===== config.mk =====
export PLATFORM = sky130hd
export DESIGN_NAME = mpeg_sequence_header_parser
export DESIGN_NICKNAME = d
export VERILOG_FILES = /design/src/hw/rtl/msp_pkg.sv /design/src/hw/rtl/msp_front.sv /design/src/hw/rtl/msp_queue.sv /design/src/hw/rtl/msp_back.sv /design/src/hw/rtl/mpeg_sequence_header_parser.sv
export SDC_FILE = /design/constraint.sdc
export NUM_CORES = 1
export LEC_CHECK = 0
export BUFFER_PORTS_ARGS = -buffer_cell sky130_fd_sc_hd__buf_4
export CAP_MARGIN = 40
export CELL_PAD_IN_SITES_DETAIL_PLACEMENT = 2
export CELL_PAD_IN_SITES_GLOBAL_PLACEMENT = 2
export CORE_MARGIN = 5
export CORE_UTILIZATION = 30
export CTS_CLUSTER_DIAMETER = 60
export CTS_CLUSTER_SIZE = 8
export DETAILED_ROUTE_END_ITERATION = 10
export GPL_TIMING_DRIVEN = 0
export HOLD_SLACK_MARGIN = 0.1
export PLACE_DENSITY_LB_ADDON = 0.08
export SYNTH_ARGS = -nofsm -noshare
export SYNTH_HDL_FRONTEND = slang
export SYNTH_SLANG_ARGS = --single-unit

===== constraint.sdc =====
create_clock -name clk -period 9.38 [get_ports clk]
set_input_delay 1.876 -clock clk [delete_from_list [all_inputs] [get_ports clk]]
set_output_delay 1.876 -clock clk [all_outputs]
set_load 0.005 [all_outputs]

===== src/hw/rtl/msp_pkg.sv =====
// shared types and constants of the sequence header parser
// no dependencies; used by msp_front, msp_queue, msp_back and the top level
package msp_pkg;

    localparam int QUEUE_DEPTH = 4;

    // result kinds, carried on m_tuser
    localparam logic [2:0] KIND_INTRA    = 3'd0;
    localparam logic [2:0] KIND_NONINTRA = 3'd1;
    localparam logic [2:0] KIND_OK       = 3'd2;
    localparam logic [2:0] KIND_MARKER   = 3'd3;
    localparam logic [2:0] KIND_TRUNC    = 3'd4;

    localparam logic [5:0] COEF_LAST = 6'd63;

    localparam int OUT_DATA_W = 136;
    localparam int OUT_KIND_W = 3;

    // raw header fields as captured from the byte stream
    typedef struct packed {
        logic [11:0] width;
        logic [11:0] height;
        logic [3:0]  aspect_code;
        logic [3:0]  rate_code;
        logic [17:0] bitrate_code;
        logic [9:0]  vbv;
        logic [2:0]  flags;
    } hdr_fields_t;

    // one queue entry: the one or two results caused by one input beat
    typedef struct packed {
        logic [2:0]  kind0;
        logic        two;
        logic [2:0]  kind1;
        logic [5:0]  coef_index;
        logic [7:0]  coef_value;
        hdr_fields_t hdr;
    } cmd_t;

endpackage


===== src/hw/rtl/msp_front.sv =====
// front end: walks the header byte by byte and turns each beat that gives a result into a queue entry
// depends on msp_pkg
module msp_front
(
    input  logic           clk,
    input  logic           rst_n,
    input  logic           accept,
    input  logic [7:0]     data_byte,
    input  logic           header_start,
    input  logic           buffer_end,
    output logic           push,
    output msp_pkg::cmd_t  cmd
);

    localparam logic [1:0] SEG_HDR   = 2'd0;
    localparam logic [1:0] SEG_INTRA = 2'd1;
    localparam logic [1:0] SEG_NONI  = 2'd2;

    logic                 active_reg, active_next;
    logic [1:0]           seg_reg, seg_next;
    logic [5:0]           cnt_reg, cnt_next;
    logic                 carry_reg, carry_next;
    msp_pkg::hdr_fields_t hdr_reg, hdr_next;

    logic                 eff_active;
    logic [1:0]           eff_seg;
    logic [5:0]           eff_cnt;
    logic                 has0, has1, done, sum_now;
    logic [2:0]           kind0, kind1;
    logic [7:0]           coef_value;

    always_comb
    begin
        eff_active  = header_start | active_reg;
        eff_seg     = header_start ? SEG_HDR : seg_reg;
        eff_cnt     = header_start ? 6'd0 : cnt_reg;
        seg_next    = eff_seg;
        cnt_next    = eff_cnt;
        carry_next  = carry_reg;
        hdr_next    = hdr_reg;
        has0        = 1'b0;
        has1        = 1'b0;
        kind0       = msp_pkg::KIND_INTRA;
        kind1       = msp_pkg::KIND_TRUNC;
        coef_value  = data_byte;
        done        = 1'b0;
        sum_now     = 1'b0;

        if (eff_active)
        begin
            case (eff_seg)
                SEG_HDR:
                begin
                    cnt_next = eff_cnt + 6'd1;
                    case (eff_cnt[2:0])
                        3'd0: hdr_next.width[11:4] = data_byte;
                        3'd1:
                        begin
                            hdr_next.width[3:0]   = data_byte[7:4];
                            hdr_next.height[11:8] = data_byte[3:0];
                        end
                        3'd2: hdr_next.height[7:0] = data_byte;
                        3'd3:
                        begin
                            hdr_next.aspect_code = data_byte[7:4];
                            hdr_next.rate_code   = data_byte[3:0];
                        end
                        3'd4: hdr_next.bitrate_code[17:10] = data_byte;
                        3'd5: hdr_next.bitrate_code[9:2]   = data_byte;
                        3'd6:
                        begin
                            hdr_next.bitrate_code[1:0] = data_byte[7:6];
                            hdr_next.vbv[9:5]          = data_byte[4:0];
                            // marker bit low ends the run at once
                            if (!data_byte[5])
                            begin
                                has0  = 1'b1;
                                kind0 = msp_pkg::KIND_MARKER;
                                done  = 1'b1;
                            end
                        end
                        3'd7:
                        begin
                            hdr_next.vbv[4:0] = data_byte[7:3];
                            hdr_next.flags    = {1'b0, data_byte[1], data_byte[2]};
                            cnt_next          = 6'd0;
                            if (data_byte[1])
                            begin
                                // intra matrix starts on the last bit of this byte
                                carry_next = data_byte[0];
                                seg_next   = SEG_INTRA;
                            end
                            else if (data_byte[0])
                            begin
                                hdr_next.flags[2] = 1'b1;
                                seg_next          = SEG_NONI;
                            end
                            else
                            begin
                                sum_now = 1'b1;
                            end
                        end
                        default: ;
                    endcase
                end
                SEG_INTRA:
                begin
                    // intra coefficients straddle byte boundaries by one bit
                    has0       = 1'b1;
                    kind0      = msp_pkg::KIND_INTRA;
                    coef_value = {carry_reg, data_byte[7:1]};
                    carry_next = data_byte[0];
                    cnt_next   = eff_cnt + 6'd1;
                    if (eff_cnt == msp_pkg::COEF_LAST)
                    begin
                        if (data_byte[0])
                        begin
                            hdr_next.flags[2] = 1'b1;
                            seg_next          = SEG_NONI;
                            cnt_next          = 6'd0;
                        end
                        else
                        begin
                            sum_now = 1'b1;
                        end
                    end
                end
                SEG_NONI:
                begin
                    has0     = 1'b1;
                    kind0    = msp_pkg::KIND_NONINTRA;
                    cnt_next = eff_cnt + 6'd1;
                    if (eff_cnt == msp_pkg::COEF_LAST)
                    begin
                        sum_now = 1'b1;
                    end
                end
                default: ;
            endcase
        end

        // header summary goes behind any coefficient of the same beat
        if (sum_now)
        begin
            done = 1'b1;
            if (has0)
            begin
                has1  = 1'b1;
                kind1 = msp_pkg::KIND_OK;
            end
            else
            begin
                has0  = 1'b1;
                kind0 = msp_pkg::KIND_OK;
            end
        end

        active_next = eff_active & ~done;

        if (buffer_end && active_next)
        begin
            active_next = 1'b0;
            if (has0)
            begin
                has1  = 1'b1;
                kind1 = msp_pkg::KIND_TRUNC;
            end
            else
            begin
                has0  = 1'b1;
                kind0 = msp_pkg::KIND_TRUNC;
            end
        end
    end

    assign push           = accept & has0;
    assign cmd.kind0      = kind0;
    assign cmd.two        = has1;
    assign cmd.kind1      = kind1;
    assign cmd.coef_index = eff_cnt;
    assign cmd.coef_value = coef_value;
    assign cmd.hdr        = hdr_next;

    always_ff @(posedge clk or negedge rst_n)
    begin
        if (!rst_n)
        begin
            active_reg <= 1'b0;
            seg_reg    <= SEG_HDR;
            cnt_reg    <= 6'd0;
        end
        else if (accept)
        begin
            active_reg <= active_next;
            seg_reg    <= seg_next;
            cnt_reg    <= cnt_next;
        end
    end

    always_ff @(posedge clk)
    begin
        if (accept)
        begin
            carry_reg <= carry_next;
            hdr_reg   <= hdr_next;
        end
    end

endmodule


===== src/hw/rtl/msp_queue.sv =====
// short command queue between front end and back end
// depends on msp_pkg
module msp_queue
#(
    parameter int DEPTH = msp_pkg::QUEUE_DEPTH
)
(
    input  logic           clk,
    input  logic           rst_n,
    input  logic           push,
    input  msp_pkg::cmd_t  push_cmd,
    output logic           full,
    input  logic           pop,
    output logic           empty,
    output msp_pkg::cmd_t  head
);

    localparam int PTR_W = (DEPTH > 1) ? $clog2(DEPTH) : 1;
    localparam int CNT_W = $clog2(DEPTH + 1);
    localparam logic [PTR_W-1:0] PTR_LAST = PTR_W'(DEPTH - 1);
    localparam logic [CNT_W-1:0] CNT_FULL = CNT_W'(DEPTH);

    msp_pkg::cmd_t     mem [DEPTH];
    logic [PTR_W-1:0]  wr_ptr_reg, rd_ptr_reg;
    logic [CNT_W-1:0]  count_reg;
    logic              do_push, do_pop;

    assign full    = (count_reg == CNT_FULL);
    assign empty   = (count_reg == '0);
    assign do_push = push & ~full;
    assign do_pop  = pop & ~empty;
    assign head    = mem[rd_ptr_reg];

    always_ff @(posedge clk or negedge rst_n)
    begin
        if (!rst_n)
        begin
            wr_ptr_reg <= '0;
            rd_ptr_reg <= '0;
            count_reg  <= '0;
        end
        else
        begin
            if (do_push)
            begin
                wr_ptr_reg <= (wr_ptr_reg == PTR_LAST) ? '0 : wr_ptr_reg + 1'b1;
            end
            if (do_pop)
            begin
                rd_ptr_reg <= (rd_ptr_reg == PTR_LAST) ? '0 : rd_ptr_reg + 1'b1;
            end
            if (do_push && !do_pop)
            begin
                count_reg <= count_reg + 1'b1;
            end
            else if (do_pop && !do_push)
            begin
                count_reg <= count_reg - 1'b1;
            end
        end
    end

    always_ff @(posedge clk)
    begin
        if (do_push)
        begin
            mem[wr_ptr_reg] <= push_cmd;
        end
    end

endmodule


===== src/hw/rtl/msp_back.sv =====
// back end: expands queue entries into result beats, table lookups for the summary
// depends on msp_pkg
module msp_back
(
    input  logic                            clk,
    input  logic                            rst_n,
    input  logic                            empty,
    input  msp_pkg::cmd_t                   head,
    output logic                            pop,
    output logic                            m_tvalid,
    input  logic                            m_tready,
    output logic [msp_pkg::OUT_DATA_W-1:0]  m_tdata,
    output logic [msp_pkg::OUT_KIND_W-1:0]  m_tuser
);

    function automatic logic [27:0] aspect_lookup(input logic [3:0] code);
        logic [27:0] r;
        case (code)
            4'd1:    r = {14'd1,     14'd1};
            4'd2:    r = {14'd10000, 14'd6735};
            4'd3:    r = {14'd64,    14'd45};
            4'd4:    r = {14'd10000, 14'd7615};
            4'd5:    r = {14'd10000, 14'd8055};
            4'd6:    r = {14'd32,    14'd27};
            4'd7:    r = {14'd10000, 14'd8935};
            4'd8:    r = {14'd10000, 14'd9375};
            4'd9:    r = {14'd10000, 14'd9815};
            4'd10:   r = {14'd10000, 14'd10255};
            4'd11:   r = {14'd10000, 14'd10695};
            4'd12:   r = {14'd8,     14'd9};
            4'd13:   r = {14'd10000, 14'd11575};
            4'd14:   r = {14'd10000, 14'd12015};
            default: r = 28'd0;
        endcase
        return r;
    endfunction

    function automatic logic [25:0] rate_lookup(input logic [3:0] code);
        logic [25:0] r;
        case (code)
            4'd1:    r = {16'd24000, 10'd1001};
            4'd2:    r = {16'd24,    10'd1};
            4'd3:    r = {16'd25,    10'd1};
            4'd4:    r = {16'd30000, 10'd1001};
            4'd5:    r = {16'd30,    10'd1};
            4'd6:    r = {16'd50,    10'd1};
            4'd7:    r = {16'd60000, 10'd1001};
            4'd8:    r = {16'd60,    10'd1};
            4'd9:    r = {16'd30,    10'd1};
            default: r = {16'd30000, 10'd1001};
        endcase
        return r;
    endfunction

    logic                              valid_reg;
    logic                              sel_reg, sel_next;
    logic [msp_pkg::OUT_DATA_W-1:0]    data_reg, data_next;
    logic [msp_pkg::OUT_KIND_W-1:0]    kind_reg, kind_next;
    logic                              load;
    logic [27:0]                       aspect;
    logic [25:0]                       rate;
    logic [26:0]                       bps_mul, bps;

    assign load     = ~empty & (~valid_reg | m_tready);
    assign pop      = load & (~head.two | sel_reg);
    assign sel_next = head.two & ~sel_reg;
    assign aspect   = aspect_lookup(head.hdr.aspect_code);
    assign rate     = rate_lookup(head.hdr.rate_code);
    assign bps_mul  = {9'd0, head.hdr.bitrate_code} * 27'd400;
    assign bps      = (head.hdr.bitrate_code == 18'h3ffff) ? 27'd0 : bps_mul;

    always_comb
    begin
        kind_next = sel_reg ? head.kind1 : head.kind0;
        data_next = '0;
        case (kind_next)
            msp_pkg::KIND_INTRA, msp_pkg::KIND_NONINTRA:
            begin
                data_next[5:0]  = head.coef_index;
                data_next[13:6] = head.coef_value;
            end
            msp_pkg::KIND_OK:
            begin
                data_next[25:14]   = head.hdr.width;
                data_next[37:26]   = head.hdr.height;
                data_next[51:38]   = aspect[27:14];
                data_next[65:52]   = aspect[13:0];
                data_next[81:66]   = rate[25:10];
                data_next[91:82]   = rate[9:0];
                data_next[118:92]  = bps;
                data_next[128:119] = head.hdr.vbv;
                data_next[131:129] = head.hdr.flags;
            end
            default: ;
        endcase
    end

    always_ff @(posedge clk or negedge rst_n)
    begin
        if (!rst_n)
        begin
            valid_reg <= 1'b0;
            sel_reg   <= 1'b0;
        end
        else
        begin
            if (load)
            begin
                valid_reg <= 1'b1;
                sel_reg   <= sel_next;
            end
            else if (m_tready)
            begin
                valid_reg <= 1'b0;
            end
        end
    end

    always_ff @(posedge clk)
    begin
        if (load)
        begin
            data_reg <= data_next;
            kind_reg <= kind_next;
        end
    end

    assign m_tvalid = valid_reg;
    assign m_tdata  = data_reg;
    assign m_tuser  = kind_reg;

endmodule


===== src/hw/rtl/mpeg_sequence_header_parser.sv =====
// sequence header parser: one payload byte per beat, up to two result beats per byte
// a result beat is held in a queue entry and then in the back-end output register
// throughput: one byte per cycle while the queue is not full; a byte that gives two results
// (a coefficient followed by summary or truncation) is sent by the back end as two output beats
// reset: rst_n asynchronous active low, clears parse state, queue and output valid
// depends on msp_pkg, msp_front, msp_queue, msp_back
module mpeg_sequence_header_parser
#(
    parameter int QUEUE_DEPTH = msp_pkg::QUEUE_DEPTH
)
(
    input  logic                            clk,
    input  logic                            rst_n,
    // input beats
    input  logic                            s_tvalid,
    output logic                            s_tready,
    input  logic [7:0]                      s_tdata,  // [7:0] data_byte
    input  logic                            s_tuser,  // [0] header_start
    input  logic                            s_tlast,  // buffer_end
    // result beats
    output logic                            m_tvalid,
    input  logic                            m_tready,
    // [5:0] coef_index, [13:6] coef_value, [25:14] pic_width, [37:26] pic_height,
    // [51:38] aspect_num, [65:52] aspect_den, [81:66] rate_num, [91:82] rate_den,
    // [118:92] bits_per_second, [128:119] vbv_size, [131:129] header_flags, rest zero
    output logic [msp_pkg::OUT_DATA_W-1:0]  m_tdata,
    output logic [msp_pkg::OUT_KIND_W-1:0]  m_tuser   // [2:0] out_kind
);

    logic           accept;
    logic           q_push, q_full, q_pop, q_empty;
    msp_pkg::cmd_t  q_in, q_head;

    // the front end never waits on the back end directly, only on queue space
    assign s_tready = ~q_full;
    assign accept   = s_tvalid & s_tready;

    // front: bit-field walk of the header, one byte per beat
    msp_front u_front
    (
        .clk          (clk),
        .rst_n        (rst_n),
        .accept       (accept),
        .data_byte    (s_tdata),
        .header_start (s_tuser),
        .buffer_end   (s_tlast),
        .push         (q_push),
        .cmd          (q_in)
    );

    // entries carry their own copy of the header fields, so a restart cannot
    // disturb a summary still waiting in the queue
    msp_queue #(.DEPTH(QUEUE_DEPTH)) u_queue
    (
        .clk      (clk),
        .rst_n    (rst_n),
        .push     (q_push),
        .push_cmd (q_in),
        .full     (q_full),
        .pop      (q_pop),
        .empty    (q_empty),
        .head     (q_head)
    );

    // back: summary tables and bitrate scaling, output register
    msp_back u_back
    (
        .clk      (clk),
        .rst_n    (rst_n),
        .empty    (q_empty),
        .head     (q_head),
        .pop      (q_pop),
        .m_tvalid (m_tvalid),
        .m_tready (m_tready),
        .m_tdata  (m_tdata),
        .m_tuser  (m_tuser)
    );

endmodule

After elaboration in Yosys (flattened, before gate mapping)
Memory sizes are Yosys's and may differ from the RTL's. A register that Yosys moved wholly into a read port is not among the register bits. Cells that the tools add are included.

Bits in latches: 0. Memory bits (read-only): 720. Logic and storage cells: 159. Memories kept: 3. Input port bits: 14. RAM bits: 336. Flip-flop bits (word level): 217.

Multiply operators: 1. Mux-type cells: 76. Divide/modulo/power cells: 0. Eq/ne operators: 18. Magnitude comparators: 0. Reduce and logical (&&, ||, !) cells: 18. Shifts and indexed selects: 0. Add/subtract/negate cells: 5. Bitwise logic cells: 18.

Memories: (name not given) (depth 16, width 23, read ports 1, clocked after memory_dff 1, wr ports 0, line msp_back.sv:18) `case (code)`; (name not given) (depth 16, width 22, read ports 1, clocked after memory_dff 1, wr ports 0, line msp_back.sv:40) `case (code)`; u_queue.mem (depth 4, width 84, read ports 1, clocked after memory_dff 0, wr ports 1, line msp_queue.sv:23) `msp_pkg::cmd_t mem [DEPTH];`.

Operators by type and width (count): 8-bit 2-to-1 mux (9); 63-bit 2-to-1 mux (1); 60-bit 2-to-1 mux (1); 3-bit 2-to-1 mux (13); 6-bit 2-to-1 mux (5); 1-bit 2-to-1 mux (29); 18-bit by 5-bit multiplier with 23-bit output, second input constant (1); 2-bit 2-to-1 mux (10); 18-bit equality test, second input constant (1); 6-bit one-hot mux with 3 select lines (1); 3-bit equality test, second input constant (5); 3-bit by 2-bit equality test with 1-bit output, second input constant (3); 3-bit zero test (3); 1-bit AND (8); 7-bit 2-to-1 mux (1); 1-bit NOT (7); 6-bit by 1-bit adder with 6-bit output, second input constant (1); 2-bit equality test, second input constant (3); 3-bit by 1-bit equality test with 1-bit output, second input constant (2); 6-bit equality test, second input constant (1); 1-bit one-hot mux with 2 select lines (3); 3-bit one-hot mux with 2 select lines (1); 2-bit nonzero test (3); 2-bit OR reduction (3); 12 further kinds (21).

Depth between registers and ports, before layout
Gate-level depths: netlist (run 1).

Depth in word-level cells: 16. Mapped depth: 17. Gate-level depth less buffers: 14.

Modules after synthesis
Synthesis (run 1) repeated with hierarchy kept, for this count alone.

Cells, all modules: 1357. Area, all modules: 23287.3 sq um.

By module, submodules not included: msp_queue (cells an instance 476, seq. area each 10264.8 sq um, times used 1, area each 12598.3 sq um); msp_back (cells an instance 586, seq. area each 3323.2 sq um, times used 1, area each 6705.2 sq um); msp_front (cells an instance 293, seq. area each 2147.1 sq um, times used 1, area each 3973.8 sq um); mpeg_sequence_header_parser (cells an instance 2, seq. area each 0.0 sq um, times used 1, area each 10.0 sq um).

Least setup slack after synthesis (run 1)
OpenSTA, ideal clock, no wires.

Path type: input to register. Start point: input m_tready. End point: register u_queue.count_reg[1]. Data arrival time: 8808 ps. Data required time: 9255 ps. Path buffers: 0. Setup slack: 447 ps. Stages on the path: 8. Path through: inv_1 -> a21oi_1 -> a21boi_0 -> inv_1 -> ha_1 -> inv_1 -> fa_1 -> mux2_2.

Word-level cells in the longest chain between the ends: 7.

Ends and longest elaborated chain: start: declaration (line mpeg_sequence_header_parser.sv:22) `input logic m_tready,`; 1-bit bitwise OR (*) (line msp_back.sv:64) `assign load = ~empty & (~valid_reg | m_tready);`; 1-bit AND (*) (line msp_back.sv:64); via u_back.load (line msp_back.sv:59) `logic load;`; 1-bit AND (*) (line msp_back.sv:65) `assign pop = load & (~head.two | sel_reg);`; 1-bit AND (*) (line msp_queue.sv:31) `assign do_pop = pop & ~empty;`; 1-bit zero test (line msp_queue.sv:52) `if (do_push && !do_pop)`; 1-bit logical AND (line msp_queue.sv:52); 3-bit 2-to-1 mux / 2-bit nonzero test (equally long branches); end signal: assignment (line msp_queue.sv:54) `count_reg <= count_reg + 1'b1;`; end signal: assignment (line msp_queue.sv:58) `count_reg <= count_reg - 1'b1;`; end: declaration (line msp_queue.sv:25) `logic [CNT_W-1:0] count_reg;`.

Mark *: on every way through the listed nets, which the timed path passes. The rest lies on a longest branch. A chain may end at the register's enable or synchronous reset.

==> results of run 1 <==
==> cell families after synthesis <==
logic type / after synthesis / synth area share
adders and majority gates: 99 / 0.0591
muxes: 164 / 0.123
and+or+nand+nor: 228 / 0.0538
other: 1 / 0.000165
AOI/OAI and AO/OA: 127 / 0.0357
DFF: 523 / 0.686
xor gates and xnor gates: 18 / 0.00693
buffers and inverters: 175 / 0.0354
==> cell type report <==
type	instances	area, µm²	area share
clock inverter	14	245	0.00883
multi-input combinational	652	6410	0.231
sequential	523	15600	0.562
antenna	2	5.00	0.000180
tap	978	1220	0.0440
buffer	82	455	0.0164
timing repair buffer	159	1420	0.0512
inverter	93	354	0.0127
clock buffer	96	2050	0.0738
==> worst paths after layout <==
check | endpoint | cells past startpoint
worst max-delay path | u_back.m_tdata[118] | 16
worst min-delay path | u_front.cnt_reg[1] | 2
worst max register to register | u_back.m_tdata[118] | 16
worst min register to register | u_front.cnt_reg[1] | 2
max in group asynchronous | u_queue.rd_ptr_reg[1] | 1
min in group asynchronous | u_queue.count_reg[1] | 1
==> power groups by stage <==
stage	logic [mW]	clock network, mW	registers, mW
floorplan	3.40	0	3.45
global placement	5.14	0	3.49
detailed placement	5.26	0	3.43
CTS	5.30	2.71	3.39
global route	5.81	2.83	3.42
finish	5.13	2.63	3.38
==> cells in the mapped netlist (all sizes together), types with 3 or more instances <==
cell type,n
a22oi,4
xnor2,10
and2,12
nand3,12
o211ai,7
and3,56
and4,3
o21ai,32
ha,85
a21boi,4
buf,59
clkbuf,23
edfxtp,505
nor3,15
fa,14
or3,4
a211oi,5
a31oi,5
a21o,6
o21a,4
dfrtp,18
mux2i,6
nand2b,3
xor2,8
mux4,83
nor4,4
or2,3
inv,92
nand4,5
a21oi,39
mux2,75
nor2b,12
nand2,40
nor2,52
==> routing by layer <==
metal / global-route usage / up-vias
li1: - / 5606
met1: 0.198 / 6485
met2: 0.249 / 223
met3: 0.0327 / 84
met4: 0.0325 / 0
met5: 0 / -
==> worst register-to-register path, stage by stage (launching register included) <==
cell,delay (ns)
dfrtp_1,0.45
buf_4,0.29
buf_2,0.39
buf_1,0.69
mux4_2,0.48
ha_1,0.33
ha_1,0.29
inv_1,0.05
fa_1,0.47
inv_1,0.04
ha_1,0.34
a211oi_1,0.36
o211ai_1,0.24
a21boi_0,0.59
o311ai_0,0.27
xnor2_1,0.18
nor2_1,0.05
==> through the flow <==
stage	hold slack, ns	setup TNS (ns)	util	worst slack (ns)	std cells
detailed placement	0.468	0	0.337	3.10	2487
CTS	0.480	0	0.368	3.41	2597
global placement	0.449	-264.88	0.331	-3.57	2460
global route	0.507	0	0.368	3.22	2597
floorplan	0.431	0	-	0.447	1350
finish	0.474	0	0.368	3.58	2599
==> flow_summary.yaml, run 1 <==
detailed_routing:
  postRouteAntennaNets: 0
  top_layer_used: "met4"
  wl_met3_mm: 2.85
  viasPerCell: 4.77
  firstDrtPassIters: 4
  drt-initial-drc-count: 640
  wl_met1_mm: 26.9
  drcViolationCount: 0
  vias: 12400
  wl_met2_mm: 29.4
  routed_wl_mm: 60.1
  routedWlPerCell_um: 23.1
power:
  p_leak_nw: 10.3
  p_sw_frac: 0.380
  power.share.clock: 0.236
  intPower_mw: 6.91
  p_sw_mw: 4.23
  p_comb_frac: 0.461
  design_power_total_mw: 11.1
  vdd_ir_drop_max_v: 0.000176
  p_per_area_mw_per_mm2: 401
  p_seq_frac: 0.303
placed_design:
  io_buffers: 132
  dp_hpwl_mm: 39.4
  place_congestion: 0.751
  place_area_mm2: 0.0255
critical_path:
  worst_ep_required_time_ns: 9.71
  critPathLaunchType: "flip-flop"
  crit_arrival_ns: 6.14
  critPathBufInv: 5
  r2r_slack_ns: 3.58
  r2r_start: "u_queue.rd_ptr_reg[1]"
  critPathCaptureType: "flip-flop"
  crit_top_cell: "ha_1"
  crit_family: "compound AO/OA/AOI/OAI gates"
  worstSetupPathType: "flip-flop to flip-flop"
  slowest_stage: "buf_1"
  cp-startpoint: "u_queue.rd_ptr_reg[1]"
  slowest_delay_ns: 0.68
  path_cells: "buf_4, buf_2, buf_1, mux4_2, ha_1, ha_1, inv_1, fa_1, inv_1, ha_1, a211oi_1, o211ai_1, a21boi_0, o311ai_0, xnor2_1, nor2_1"
  path_max_fanout: 10
synth:
  synth.cell_area_mm2: 0.0228
  synth_largest_area_cell: "edfxtp_1"
  synthTopCellsByArea: "edfxtp_1 (67%), mux4_2 (8.2%), ha_1 (4.7%), mux2_2 (3.6%), dfrtp_1 (2.0%)"
  ys_seq_area_frac: 0.686
  yosysWarnings: 0
  synth-edff-count: 505
  ys_types: 72
  synthFlopType: "edfxtp_1"
  synthArstFlopShare: 0.0344
  syn_area_per_cell_um2: 17.0
  syn_inst: 1335
  synth_seq_cells: 523
  yosysTopAreaCellShare: 0.666
global_routing:
  grt_overflow: 0
  antenna_found_initial: 7
  grt_use_total: 0.148
  grt_pass1_vias: 14200
  grt_pass1_wl_mm: 91.4
  grt_max_degree: 73
floorplan:
  ioPinCount: 155
  die_y_um: 285
  dieArea_mm2: 0.0815
  initial_core_util: 0.301
  rows: 101
  die_x_um: 285
  coreArea_mm2: 0.0756
cts:
  clk_pin_slew_ns: 0.05
  clockBufferDepth: 3
  clock_sinks: 523
  cts_resized: 0
  cts_buffers: 79
  h-tree-depth: 3
  clk_latency_ns: 0.63
  cts_root_buf: "clkbuf_16"
  tritoncts: "done"
  cts_hold_buf: 0
  cts_setup_buffers: 0
cells_and_area:
  nNetsFinal: 1703
  synthToLayoutAreaGrowth_pct: 22.1
  largest_reg_flops: 332
  fillers: 7426
  drive_gt1_frac: 0.300
  mostFrequentLayoutCells: "edfxtp_1 (505), buf_4 (170), inv_1 (91)"
  final_common_cell: "edfxtp_1"
  fin_area_mm2: 0.0278
sta:
  tightest_slew_ns: 0.900
  final-hold-violation-count: 0
  fmax_mhz: 172
  rsz0062_at_grt: "false"
  fin_skew_ns: 0.0360
  drv_slew: 0
  slew_headroom: 0.397
  min_period_over_period: 0.619
  period_minus_slack_ns: 5.80
  setup_viol: 0
status:
  outcome: "finished, final reports clean"
job:
  drv_cap: 0
min_path:
  hold_start: "u_front.cnt_reg[1]"
  hp-class: "flip-flop to flip-flop"
(Power assumes the default switching activity.)
==> inputs of run 2 (changes only) <==
clock period = 5.3 ns   (was 9.38 ns; I/O delays follow)
==> run 2 against run 1 <==
Register-to-register slack worse by 3.2 ns. Via count is 0.57% lower. Clock skew hardly changed. Critical path type unchanged.
==> flow_summary.yaml, run 2 (synthesis results as in run 1) <==
sta:
  min_period_over_period: 0.927
  timing.hold.ws_ns: 0.346
  fmax_mhz: 204
  drv_slew: 0
  fin_skew_ns: 0.0364
  final-hold-violation-count: 0
  setup_tns_ns: 0
  tightest_slew_ns: 0.887
  slew_headroom: 0.408
  rsz0062_at_grt: "false"
  period_minus_slack_ns: 4.91
  setup_viol: 0
critical_path:
  crit_family: "adder cells"
  path_max_fanout: 19
  slowest_delay_ns: 0.49
  worstSetupPathType: "flip-flop to flip-flop"
  path_cells: "buf_4, clkdlybuf4s18_2, mux4_2, ha_1, ha_1, inv_1, fa_1, inv_1, ha_1, o211ai_1, o21ai_1, o211ai_1, nand2_1, or4_1, and4_1"
  slowest_stage: "clkdlybuf4s18_2"
  worst_ep_required_time_ns: 5.65
  crit_top_cell: "ha_1"
  critPathLaunchType: "flip-flop"
  critPathBufInv: 4
  crit_arrival_ns: 5.26
  critPathCaptureType: "flip-flop"
placed_design:
  dp_hpwl_mm: 39.4
  io_buffers: 132
  placed_cells: 2488
  place_congestion: 0.754
global_routing:
  grt_use_total: 0.146
  grt_overflow: 0
  grt_max_degree: 73
  grt_pass1_vias: 14100
  antenna_found_initial: 3
  grt_pass1_wl_mm: 90.3
min_path:
  hp-class: "input pin to asynchronous set/reset pin"
detailed_routing:
  vias: 12300
  routed_wl_mm: 59.2
  firstDrtPassIters: 4
  drcViolationCount: 0
  routedWlPerCell_um: 22.8
  viasPerCell: 4.75
  postRouteAntennaNets: 0
  drt-initial-drc-count: 658
power:
  p_per_area_mw_per_mm2: 705
  vdd_ir_drop_max_v: 0.000386
  p_leak_nw: 10.2
cells_and_area:
  drive_gt1_frac: 0.300
  synthToLayoutAreaGrowth_pct: 21.9
  fillers: 7487
  instances_no_fill: 2595
  final_common_cell: "edfxtp_1"
  nNetsFinal: 1701
  largest_reg_flops: 332
  mostFrequentLayoutCells: "edfxtp_1 (505), buf_4 (171), inv_1 (91)"
cts:
  cts_hold_buf: 0
  tritoncts: "done"
  clock_sinks: 523
  clockBufferDepth: 3
  h-tree-depth: 3
  clk_latency_ns: 0.63
  cts_buffers: 78
  clk_pin_slew_ns: 0.05
  cts_root_buf: "clkbuf_16"
job:
  drv_cap: 0
status:
  outcome: "finished, final reports clean"
floorplan:
  ioPinCount: 155
  coreArea_mm2: 0.0756
  dieArea_mm2: 0.0815
  die_y_um: 285
  die_x_um: 285
  rows: 101
  initial_core_util: 0.301
[run 2: cell count changes in the layout (fill, tap and decap cells not counted), moves of 2 or more]
cell / change
buf_2: -5
clkbuf_2: +2
buf_16: -2
clkbuf_1: -2
buf_12: +2
inv_16: -2
clkinv_1: +2
[run 2: repair_timing]
item | 4_1_cts | 5_1_grt
gates resized for setup | 7 | 6
endpoints found under the hold margin | 0 | 0
endpoints found under the setup margin | 10 | 6
buffers inserted | 0 | 0
[run 2: stage by stage]
| stage | utilization | area [µm²] | total power, mW | worst slack, ns |
|---|---|---|---|---|
| global placement | 0.331 | 25000 | 15.2 | -1.28 |
| global route | 0.367 | 27700 | 21.2 | 0.0387 |
| floorplan | - | 22800 | 12.1 | 0.683 |
| CTS | 0.367 | 27700 | 20.0 | 0.0576 |
| detailed placement | 0.337 | 25500 | 15.3 | -0.527 |
| finish | 0.367 | 27700 | 19.6 | 0.388 |
[run 2: cell type report]
class	count	area (µm²)	area share
timing repair buffer	160	1420	0.0513
multi-input combinational	652	6410	0.231
inverter	93	354	0.0128
antenna	1	2.50	0.0000902
sequential	523	15600	0.563
clock inverter	13	208	0.00749
tap	978	1220	0.0441
buffer	80	465	0.0168
clock buffer	95	2030	0.0730
[run 2: where the power goes]
part           internal [mW]  switching, mW
Clock                   2.73           1.80
Combinational           3.73           5.32
Sequential              5.73          0.248
Total                   12.2           7.37
[run 2: final timing paths]
kind                                       start                  end  slack (ns)  depth (start not counted)
setup / recovery           u_queue.rd_ptr_reg[1]  u_back.m_tdata[115]        0.39                         15
hold / removal                             rst_n   u_front.cnt_reg[5]        0.35                          1
setup reg to reg           u_queue.rd_ptr_reg[1]  u_back.m_tdata[115]        0.39                         15
hold reg to reg               u_front.cnt_reg[1]   u_front.cnt_reg[1]        0.47                          2
max in group asynchronous                  rst_n   u_front.seg_reg[0]        4.70                          1
min in group clk              u_front.cnt_reg[1]   u_front.cnt_reg[1]        0.47                          2
[run 2: layer usage]
| layer | vias up | track usage | part of all wire |
|---|---|---|---|
| met5 | - | 0 | 0 |
| met4 | 0 | 0.0402 | 0.018 |
| met3 | 78 | 0.0249 | 0.040 |
| met2 | 227 | 0.248 | 0.49 |
| met1 | 6421 | 0.194 | 0.45 |
| li1 | 5601 | - | - |
